## src/design/eroq_pkg.sv

```systemverilog
// shared types, constants and the ordering test of the elevator request queue
`default_nettype none
package eroq_pkg;

   localparam int NUM_FLOORS  = 4;
   localparam int MAX_ENTRIES = 16;
   localparam int FLOOR_W     = 2;
   localparam int IDX_W       = $clog2(MAX_ENTRIES);
   localparam int CNT_W       = $clog2(MAX_ENTRIES + 1);

   localparam logic OP_ADD   = 1'b0;
   localparam logic OP_CLEAR = 1'b1;

   // one stored request
   typedef struct packed {
      logic               up;
      logic               cab;
      logic [FLOOR_W-1:0] floor;
   } entry_type;

   // one result item
   typedef struct packed {
      logic               lamp_valid;
      logic [FLOOR_W-1:0] lamp_floor;
      logic               lamp_cab;
      logic               lamp_up;
      logic               lamp_on;
      logic               accepted;
      logic               head_valid;
      logic [FLOOR_W-1:0] head_floor;
      logic [CNT_W-1:0]   entry_total;
      logic               last;
   } rsp_type;

   // result offered by the sequencer to the output register
   typedef struct packed {
      logic    valid;
      rsp_type data;
   } emit_type;

   // true when the new request is served before the visited entry
   function automatic logic goes_before(input entry_type cur,
                                        input logic [FLOOR_W-1:0] hf,
                                        input logic [FLOOR_W-1:0] nf,
                                        input logic ni,
                                        input logic nu,
                                        input logic [FLOOR_W-1:0] prev);
      logic res;
      res = 1'b0;
      if (cur.floor == nf) begin
         res = 1'b0;
      end else if (hf == nf && prev > hf && (ni || !nu)) begin
         res = 1'b1;
      end else if (hf == nf && prev < hf && (ni || nu)) begin
         res = 1'b1;
      end else if ((ni && cur.cab) || !ni) begin
         res = (prev > cur.floor && prev > nf && nf >= cur.floor && (!nu || ni)) ||
               (prev < cur.floor && prev < nf && nf <= cur.floor && (nu || ni));
      end else if (prev > nf && prev > cur.floor && cur.floor >= nf && !cur.up) begin
         res = 1'b0;
      end else if (prev < nf && prev < cur.floor && cur.floor <= nf && cur.up) begin
         res = 1'b0;
      end else begin
         res = 1'b1;
      end
      return res;
   endfunction

endpackage
`default_nettype wire

```

## src/design/elevator_request_ordering_queue.sv

```systemverilog
// Elevator request ordering queue, top level.
// Input channel req_*: one item is an add request (tuser 0) or a clear of
// all requests at a floor (tuser 1). The table of up to 16 requests lives in
// a one-port-read, one-port-write memory with registered read data.
// Result channel rsp_*: each item gives one result, or for a clear one
// result per removed entry; tlast marks the final result of an item.
// Order of work: an add scans every stored entry, then shifts the tail down
// one place and writes the new entry; a duplicate add is dropped after the
// scan. A clear makes two passes over the table, or one when nothing
// matches. One item is at work at a time, and the next is taken once its
// results are in the output register. Reset empties the table at once (no
// clearing pass: entries past the count are never read). When the receiver
// stalls, the held result waits in the output register and the table walk
// stops on the next entry that would report.
`default_nettype none
module elevator_request_ordering_queue (
   input  wire         clock,
   input  wire         reset,
   input  wire         req_tvalid,
   output logic        req_tready,
   // [1:0] req_floor, [2] cab_call, [3] dir_up, [5:4] car_floor, [7:6] zero
   input  wire  [7:0]  req_tdata,
   // [0] op
   input  wire  [0:0]  req_tuser,
   output logic        rsp_tvalid,
   input  wire         rsp_tready,
   // [1:0] lamp_floor, [2] lamp_cab, [3] lamp_up, [4] lamp_on, [5] accepted,
   // [6] head_valid, [8:7] head_floor, [13:9] entry_total, [15:14] zero
   output logic [15:0] rsp_tdata,
   // [0] lamp_valid
   output logic [0:0]  rsp_tuser,
   output logic        rsp_tlast
);

   eroq_pkg::emit_type                emit;
   eroq_pkg::rsp_type                 rsp_ff;
   logic                              rsp_valid_ff;
   logic                              out_free;
   logic                              wr_en;
   logic [eroq_pkg::IDX_W-1:0]        wr_addr;
   eroq_pkg::entry_type               wr_data;
   logic [eroq_pkg::IDX_W-1:0]        rd_addr;
   eroq_pkg::entry_type               rd_data;
   logic [1:0]                        unused_pad;

   assign out_free   = !rsp_valid_ff || rsp_tready;
   assign unused_pad = req_tdata[7:6];

   eroq_ctrl u_ctrl (
      .clock    (clock),
      .reset    (reset),
      .in_valid (req_tvalid),
      .in_ready (req_tready),
      .in_op    (req_tuser[0]),
      .in_floor (req_tdata[1:0]),
      .in_cab   (req_tdata[2]),
      .in_up    (req_tdata[3]),
      .in_car   (req_tdata[5:4]),
      .out_free (out_free),
      .emit     (emit),
      .wr_en    (wr_en),
      .wr_addr  (wr_addr),
      .wr_data  (wr_data),
      .rd_addr  (rd_addr),
      .rd_data  (rd_data)
   );

   eroq_ram u_ram (
      .clock   (clock),
      .wr_en   (wr_en),
      .wr_addr (wr_addr),
      .wr_data (wr_data),
      .rd_addr (rd_addr),
      .rd_data (rd_data)
   );

   // output register
   always_ff @(posedge clock) begin
      if (reset) begin
         rsp_valid_ff <= 1'b0;
      end else if (out_free) begin
         rsp_valid_ff <= emit.valid;
      end
   end

   always_ff @(posedge clock) begin
      if (out_free && emit.valid) begin
         rsp_ff <= emit.data;
      end
   end

   // pack result item
   assign rsp_tvalid = rsp_valid_ff;
   assign rsp_tlast  = rsp_ff.last;
   assign rsp_tuser  = rsp_ff.lamp_valid;
   assign rsp_tdata  = {2'b00, rsp_ff.entry_total, rsp_ff.head_floor, rsp_ff.head_valid,
                        rsp_ff.accepted, rsp_ff.lamp_on, rsp_ff.lamp_up, rsp_ff.lamp_cab,
                        rsp_ff.lamp_floor};

endmodule
`default_nettype wire

```

## src/design/eroq_ram.sv

```systemverilog
// request table memory, one write port and one registered read port
`default_nettype none
module eroq_ram (
   input  wire                      clock,
   input  wire                      wr_en,
   input  wire  [eroq_pkg::IDX_W-1:0] wr_addr,
   input  eroq_pkg::entry_type      wr_data,
   input  wire  [eroq_pkg::IDX_W-1:0] rd_addr,
   output eroq_pkg::entry_type      rd_data
);

   eroq_pkg::entry_type mem [eroq_pkg::MAX_ENTRIES];

   // write port
   always_ff @(posedge clock) begin
      if (wr_en) begin
         mem[wr_addr] <= wr_data;
      end
   end

   // read port, registered
   always_ff @(posedge clock) begin
      rd_data <= mem[rd_addr];
   end

endmodule
`default_nettype wire

```

## src/design/eroq_ctrl.sv

```systemverilog
// sequencer that scans, shifts and compacts the request table
`default_nettype none
module eroq_ctrl (
   input  wire                        clock,
   input  wire                        reset,
   input  wire                        in_valid,
   output logic                       in_ready,
   input  wire                        in_op,
   input  wire  [eroq_pkg::FLOOR_W-1:0] in_floor,
   input  wire                        in_cab,
   input  wire                        in_up,
   input  wire  [eroq_pkg::FLOOR_W-1:0] in_car,
   input  wire                        out_free,
   output eroq_pkg::emit_type         emit,
   output logic                       wr_en,
   output logic [eroq_pkg::IDX_W-1:0] wr_addr,
   output eroq_pkg::entry_type        wr_data,
   output logic [eroq_pkg::IDX_W-1:0] rd_addr,
   input  eroq_pkg::entry_type        rd_data
);

   typedef enum logic [9:0] {
      S_IDLE     = 10'b0000000001,
      S_SCAN_RD  = 10'b0000000010,
      S_SCAN_EV  = 10'b0000000100,
      S_SHIFT_RD = 10'b0000001000,
      S_SHIFT_WR = 10'b0000010000,
      S_PUT      = 10'b0000100000,
      S_CNT_RD   = 10'b0001000000,
      S_CNT_EV   = 10'b0010000000,
      S_CLR_RD   = 10'b0100000000,
      S_CLR_EV   = 10'b1000000000
   } state_type;

   state_type                     state_ff;
   logic                          resp_ff;
   logic [eroq_pkg::FLOOR_W-1:0]  rf_ff;
   logic                          ni_ff;
   logic                          nu_ff;
   logic [eroq_pkg::FLOOR_W-1:0]  prev_ff;
   logic [eroq_pkg::IDX_W-1:0]    idx_ff;
   logic [eroq_pkg::IDX_W-1:0]    pos_ff;
   logic [eroq_pkg::IDX_W-1:0]    wp_ff;
   logic                          found_ff;
   logic                          dup_ff;
   logic                          seen_ff;
   logic [eroq_pkg::CNT_W-1:0]    cnt_ff;
   logic [eroq_pkg::CNT_W-1:0]    lim_ff;
   logic [eroq_pkg::CNT_W-1:0]    match_ff;
   logic [eroq_pkg::CNT_W-1:0]    sent_ff;
   logic [eroq_pkg::FLOOR_W-1:0]  hf_ff;
   logic [eroq_pkg::FLOOR_W-1:0]  nhf_ff;
   logic                          acc_ff;
   logic                          lamp_ff;

   logic                          is_end;
   logic                          is_dup;
   logic                          ahead;
   logic                          hit;
   logic                          floor_ok;
   logic                          clr_last;

   assign floor_ok = int'(in_floor) < eroq_pkg::NUM_FLOORS;
   assign is_end   = (eroq_pkg::CNT_W'(idx_ff) + eroq_pkg::CNT_W'(1)) == lim_ff;
   assign is_dup   = rd_data.floor == rf_ff && rd_data.cab == ni_ff &&
                     (ni_ff || rd_data.up == nu_ff);
   assign ahead    = eroq_pkg::goes_before(rd_data, hf_ff, rf_ff, ni_ff, nu_ff, prev_ff);
   assign hit      = rd_data.floor == rf_ff;
   assign clr_last = (sent_ff + eroq_pkg::CNT_W'(1)) == match_ff;
   assign in_ready = state_ff == S_IDLE && !resp_ff;
   assign rd_addr  = idx_ff;

   // memory writes and results
   always_comb begin
      wr_en   = 1'b0;
      wr_addr = idx_ff;
      wr_data = rd_data;
      emit    = '0;
      emit.data.accepted    = acc_ff;
      emit.data.head_valid  = cnt_ff != '0;
      emit.data.head_floor  = (cnt_ff != '0) ? hf_ff : '0;
      emit.data.entry_total = cnt_ff;
      unique case (state_ff)
         S_SHIFT_WR: begin
            wr_en   = 1'b1;
            wr_addr = idx_ff + eroq_pkg::IDX_W'(1);
         end
         S_PUT: begin
            wr_en   = 1'b1;
            wr_addr = pos_ff;
            wr_data.floor = rf_ff;
            wr_data.cab   = ni_ff;
            wr_data.up    = nu_ff;
         end
         S_CLR_EV: begin
            wr_en   = !hit;
            wr_addr = wp_ff;
            emit.valid           = hit;
            emit.data.lamp_valid = 1'b1;
            emit.data.lamp_floor = rf_ff;
            emit.data.lamp_cab   = rd_data.cab;
            emit.data.lamp_up    = !rd_data.cab && rd_data.up;
            emit.data.last       = clr_last;
         end
         default: begin
            emit.valid           = resp_ff;
            emit.data.lamp_valid = lamp_ff;
            emit.data.lamp_floor = lamp_ff ? rf_ff : '0;
            emit.data.lamp_cab   = lamp_ff && ni_ff;
            emit.data.lamp_up    = lamp_ff && !ni_ff && nu_ff;
            emit.data.lamp_on    = lamp_ff;
            emit.data.last       = 1'b1;
         end
      endcase
   end

   // sequencer
   always_ff @(posedge clock) begin
      if (reset) begin
         state_ff <= S_IDLE;
         resp_ff  <= 1'b0;
         cnt_ff   <= '0;
      end else begin
         unique case (state_ff)
            S_IDLE: begin
               if (resp_ff && out_free) begin
                  resp_ff <= 1'b0;
               end else if (in_valid && in_ready) begin
                  rf_ff    <= in_floor;
                  ni_ff    <= in_cab;
                  nu_ff    <= in_up;
                  prev_ff  <= in_car;
                  idx_ff   <= '0;
                  pos_ff   <= '0;
                  wp_ff    <= '0;
                  found_ff <= 1'b0;
                  dup_ff   <= 1'b0;
                  seen_ff  <= 1'b0;
                  match_ff <= '0;
                  sent_ff  <= '0;
                  lim_ff   <= cnt_ff;
                  acc_ff   <= 1'b0;
                  lamp_ff  <= 1'b0;
                  if (!floor_ok) begin
                     resp_ff <= 1'b1;
                  end else if (in_op == eroq_pkg::OP_ADD) begin
                     if (int'(cnt_ff) >= eroq_pkg::MAX_ENTRIES) begin
                        resp_ff <= 1'b1;
                     end else if (cnt_ff == '0) begin
                        state_ff <= S_PUT;
                     end else begin
                        state_ff <= S_SCAN_RD;
                     end
                  end else if (cnt_ff == '0) begin
                     resp_ff <= 1'b1;
                  end else begin
                     state_ff <= S_CNT_RD;
                  end
               end
            end
            S_SCAN_RD: begin
               state_ff <= S_SCAN_EV;
            end
            // duplicate check and ordering walk in one pass
            S_SCAN_EV: begin
               if (is_dup) begin
                  dup_ff <= 1'b1;
               end
               if (!found_ff && ahead) begin
                  found_ff <= 1'b1;
                  pos_ff   <= idx_ff;
               end
               if (!found_ff) begin
                  prev_ff <= rd_data.floor;
               end
               if (!is_end) begin
                  idx_ff   <= idx_ff + eroq_pkg::IDX_W'(1);
                  state_ff <= S_SCAN_RD;
               end else if (dup_ff || is_dup) begin
                  resp_ff  <= 1'b1;
                  state_ff <= S_IDLE;
               end else if (!found_ff && !ahead) begin
                  pos_ff   <= eroq_pkg::IDX_W'(lim_ff);
                  state_ff <= S_PUT;
               end else begin
                  state_ff <= S_SHIFT_RD;
               end
            end
            // move entries one place down, from the end toward the slot
            S_SHIFT_RD: begin
               state_ff <= S_SHIFT_WR;
            end
            S_SHIFT_WR: begin
               if (idx_ff == pos_ff) begin
                  state_ff <= S_PUT;
               end else begin
                  idx_ff   <= idx_ff - eroq_pkg::IDX_W'(1);
                  state_ff <= S_SHIFT_RD;
               end
            end
            S_PUT: begin
               cnt_ff  <= cnt_ff + eroq_pkg::CNT_W'(1);
               acc_ff  <= 1'b1;
               lamp_ff <= 1'b1;
               resp_ff <= 1'b1;
               if (pos_ff == '0) begin
                  hf_ff <= rf_ff;
               end
               state_ff <= S_IDLE;
            end
            // first clear pass counts matches and finds the new head
            S_CNT_RD: begin
               state_ff <= S_CNT_EV;
            end
            S_CNT_EV: begin
               if (hit) begin
                  match_ff <= match_ff + eroq_pkg::CNT_W'(1);
               end else if (!seen_ff) begin
                  seen_ff <= 1'b1;
                  nhf_ff  <= rd_data.floor;
               end
               if (!is_end) begin
                  idx_ff   <= idx_ff + eroq_pkg::IDX_W'(1);
                  state_ff <= S_CNT_RD;
               end else if (!hit && match_ff == '0) begin
                  resp_ff  <= 1'b1;
                  state_ff <= S_IDLE;
               end else begin
                  if (hit) begin
                     cnt_ff   <= lim_ff - match_ff - eroq_pkg::CNT_W'(1);
                  end else begin
                     cnt_ff   <= lim_ff - match_ff;
                  end
                  if (!seen_ff && !hit) begin
                     hf_ff <= rd_data.floor;
                  end else begin
                     hf_ff <= nhf_ff;
                  end
                  idx_ff   <= '0;
                  state_ff <= S_CLR_RD;
               end
            end
            // second clear pass compacts and reports each removal
            S_CLR_RD: begin
               state_ff <= S_CLR_EV;
            end
            S_CLR_EV: begin
               if (!hit || out_free) begin
                  if (hit) begin
                     sent_ff <= sent_ff + eroq_pkg::CNT_W'(1);
                  end else begin
                     wp_ff <= wp_ff + eroq_pkg::IDX_W'(1);
                  end
                  if (is_end) begin
                     state_ff <= S_IDLE;
                  end else begin
                     idx_ff   <= idx_ff + eroq_pkg::IDX_W'(1);
                     state_ff <= S_CLR_RD;
                  end
               end
            end
            default: begin
               state_ff <= S_IDLE;
            end
         endcase
      end
   end

endmodule
`default_nettype wire

```

## config.mk

```make
export PLATFORM = sky130hd
export DESIGN_NAME = elevator_request_ordering_queue
export DESIGN_NICKNAME = d
export VERILOG_FILES = /design/src/design/eroq_pkg.sv /design/src/design/elevator_request_ordering_queue.sv /design/src/design/eroq_ram.sv /design/src/design/eroq_ctrl.sv
export SDC_FILE = /design/constraint.sdc
export NUM_CORES = 1
export LEC_CHECK = 0
export BUFFER_PORTS_ARGS = -buffer_cell sky130_fd_sc_hd__buf_2
export CAP_MARGIN = 20
export CORE_ASPECT_RATIO = 0.9
export CORE_UTILIZATION = 30
export DETAILED_ROUTE_END_ITERATION = 8
export PLACE_DENSITY = 0.57
export SETUP_SLACK_MARGIN = 0.05
export SLEW_MARGIN = 0
export SYNTH_ARGS = -nofsm -noshare
export SYNTH_HDL_FRONTEND = slang
export SYNTH_SLANG_ARGS = --single-unit
```

## constraint.sdc

```tcl
create_clock -name clock -period 4.6 [get_ports clock]
set_clock_uncertainty 0.05 [all_clocks]
set_input_delay 0.46 -clock clock [delete_from_list [all_inputs] [get_ports clock]]
set_output_delay 0.46 -clock clock [all_outputs]
set_load 0.02 [all_outputs]
```

==> out/metrics.cfg <==
[worst_setup_path]
crit_slowest_cell = edfxtp_1
cp.arrival_ns = 3.20
reg2reg_depth = 8
worstPathRequired_ns = 4.72
r2r_slack_ns = 1.52
cp_max_fo = 17
slowest_delay_ns = 0.66
timing.rr.start = u_ctrl.rd_addr[0]$_DFFE_PP_
startpoint = u_ctrl.rd_addr[0]$_DFFE_PP_
cp-end-kind = flip-flop
start_kind = flip-flop
path_depth = 8
timing.rr.end = u_ctrl.rd_addr[2]$_DFFE_PP_
cp-endpoint = u_ctrl.rd_addr[2]$_DFFE_PP_
cp_common_cell = nand3_1
path_buf_inv = 1
path_delay_family = compound AO/OA/AOI/OAI gates
path_cells = buf_4 -> nand3_1 -> xnor2_1 -> a211oi_4 -> nand2b_1 -> nand3_1 -> a221oi_1 -> nor2_1
crit_type = reg2reg

[floorplanning]
dieArea_mm2 = 0.0251
rows = 53
die_h_um = 150
initial_core_util = 0.310
die_w_um = 167
core-area_mm2 = 0.0237
io_pins = 33

[power]
combPwrFrac = 0.282
p_int_mw = 3.00
power.leakage_nw = 2.93
ir_worst_vdd_mv = 0.284
p_per_area_mw_per_mm2 = 534
clock_power_share = 0.313
seq_power_share = 0.406
power.switching_mw = 1.47
switching_share = 0.329

[logic_synthesis]
synth_cell_types = 70
ys_async_sr_fraction = 0
synthFlopType = edfxtp_1
syn_area_mm2 = 0.00733
yosysTopAreaCellShare = 0.495
yosys.area.top_type = edfxtp_1
yosysWarningCount = 0
synth_area_leaders = edfxtp_1 50%, mux4_2 6.1%, dfxtp_1 5.7%
seq_area_frac_synth = 0.553
synth-seq-cells = 142
synth_cells = 611
syn_avg_cell_area_um2 = 12.0
synth_edf_count = 121

[global_routing]
top_usage_layer = met2
grt_util_all_layers = 0.140
grtUsageMet2 = 0.210
grt_use_met3 = 0.0289
first_global_vias = 4689
overflow = 0
grt_max_degree = 28
grt_pass1_wl_um = 26400
antenna_found_initial = 0
grtUsageMet1 = 0.201

[clock_network]
cts_tree = done
clock_latency_ns = 0.42
cts_resized = 0
clock_sinks = 142
htreeDepth = 4
cts_hold_buf = 0
cts_buffers = 17
cts_root_buffer = clkbuf_16
post-cts-setup-buffer-count = 0
path_clk_slew_ns = 0.06
clock_path_buffers = 2

[timing]
setup_slack_ns = 1.52
tns_ns = 0
rsz0062_at_grt = no
finalHoldViolCount = 0
setup_viol_count_final = 0
worstMarginPinSlew_ns = 0.982
period_needed_ns = 3.08
min_period_over_period = 0.671
fmax_mhz = 324
drv_slew = 0
slew_headroom = 0.343

[drt]
via_per_inst = 5.02
drt_pass1_iterations = 5
drtIter0Drc = 369
drt_wl_total_um = 16600
wire_per_inst_um = 17.4
antenna_left = 0
drc = 0
dr_total_vias = 4790

[placement]
post-place-ws_ns = 1.52
gp_congestion = 0.761
place.port_buffers = 28
dp.cells = 923
dp_hpwl_um = 11500

[finish]
drive_gt1_frac = 0.161
areaGrowthSynthToFinish_pct = 14.3
fillers = 2289
fin_cells = 955
n_antenna_cell = 0
nets = 676

[status]
outcome = complete, no violations

[hold_path]
min_path_type = in2reg

[run]
maxCapViolations = 0

[synth_stat cells (12+ instances only)]
library cell,count
edfxtp_1,121
nor2_1,56
nand2_1,40
inv_1,30
a21oi_1,28
xnor2_1,26
ha_1,22
nand3_1,22
dfxtp_1,21
o21ai_0,21
mux4_2,20
nor2b_1,18
clkbuf_1,17
xor2_1,14
nor3_1,12
[sequential cells by signal, summed over array words and instances, names as in the netlist, 2 cells and up]
| name | count |
|---|---|
| u_ctrl.state_ff | 10 |
| u_ctrl.prev_ff | 2 |
| u_ctrl.cnt_ff | 5 |
| u_ctrl.rf_ff | 2 |
| u_ctrl.lim_ff | 5 |
| u_ctrl.wp_ff | 4 |
| rsp_tdata | 14 |
| u_ctrl.sent_ff | 5 |
| u_ctrl.match_ff | 5 |
| u_ctrl.hf_ff | 2 |
| u_ram.rd_data | 4 |
| u_ram.mem | 64 |
| u_ctrl.rd_addr | 4 |
| u_ctrl.nhf_ff | 2 |
| u_ctrl.pos_ff | 4 |
[final cells by class]
class / count / area [µm²] / area share
Clock buffer: 21 / 450 / 0.0537
Clock inverter: 11 / 144 / 0.0172
Inverter: 31 / 116 / 0.0139
Multi-Input combinational cell: 406 / 3000 / 0.358
Sequential cell: 142 / 4050 / 0.483
Tap cell: 302 / 378 / 0.0451
Timing Repair Buffer: 42 / 245 / 0.0292
[worst min path at each step]
stage / startpoint / end / cells after the start
after CTS: req_tdata[3] / u_ctrl.nu_ff$_DFFE_PP_ / 1
final: req_tdata[3] / u_ctrl.nu_ff$_DFFE_PP_ / 1
after global placement: u_ctrl.acc_ff$_DFFE_PP_ / rsp_tdata[5]$_DFFE_PP_ / 0
after floorplan: u_ctrl.acc_ff$_DFFE_PP_ / rsp_tdata[5]$_DFFE_PP_ / 0
after detailed placement: u_ctrl.acc_ff$_DFFE_PP_ / rsp_tdata[5]$_DFFE_PP_ / 0
after global routing: req_tdata[3] / u_ctrl.nu_ff$_DFFE_PP_ / 1
[cell families (layout without fill, tap and decap cells)]
group / Yosys count / after routing / share of synthesized area
other cells: 1 / 2 / 0.000511
compound gates: 107 / 107 / 0.100
flops: 142 / 142 / 0.553
mux: 24 / 24 / 0.0670
xor+xnor: 40 / 40 / 0.0478
buf+inv: 64 / 105 / 0.0397
fa+ha+maj: 23 / 23 / 0.0403
simple gates: 210 / 210 / 0.152
[worst reg2reg max path: stages (launching register included)]
cell and delay [ns]:
edfxtp_1 0.66, buf_4 0.42, nand3_1 0.20, xnor2_1 0.23, a211oi_4 0.40, nand2b_1 0.25, nand3_1 0.19, a221oi_1 0.35
nor2_1 0.08
[power by group through the flow]
stage	sequential, mW	clock, mW	combinational, mW
after floorplan	1.78	0	0.941
after global placement	1.84	0	1.25
after detailed placement	1.84	0	1.26
after CTS	1.82	1.42	1.27
after global routing	1.83	1.46	1.40
final	1.82	1.40	1.26
[layout by cell type, fill, tap and decap left out, types with 8 or more instances in the layout]
cell type,synthesis,final
edfxtp_1,121,121
nor2_1,56,56
nand2_1,40,40
inv_1,30,30
a21oi_1,28,28
buf_2,5,28
xnor2_1,26,26
nand3_1,22,22
ha_1,22,22
o21ai_0,21,21
dfxtp_1,21,21
mux4_2,20,20
nor2b_1,18,18
clkbuf_16,0,17
xor2_1,14,14
buf_4,8,14
nor3_1,12,12
nand2b_1,8,8
a31oi_1,8,8
[metrics by stage]
step                hold WS (ns)  instance area (µm²)  power, mW  utilization
finish                     0.161                 8390       4.48        0.354
global route               0.148                 8390       4.70        0.354
CTS                        0.147                 8390       4.50        0.354
detailed placement         0.437                 7790       3.10        0.329
global placement           0.433                 7790       3.09        0.329
floorplan                  0.400                 7340       2.72            -
[routing by layer]
layer	vias up	wire, µm	share of wire
met2	82	7200	0.43
met1	2360	8570	0.52
met3	15	591	0.036
met4	0	216	0.013
met5	-	0	0
li1	2333	-	-
(Power assumes the default switching activity.)
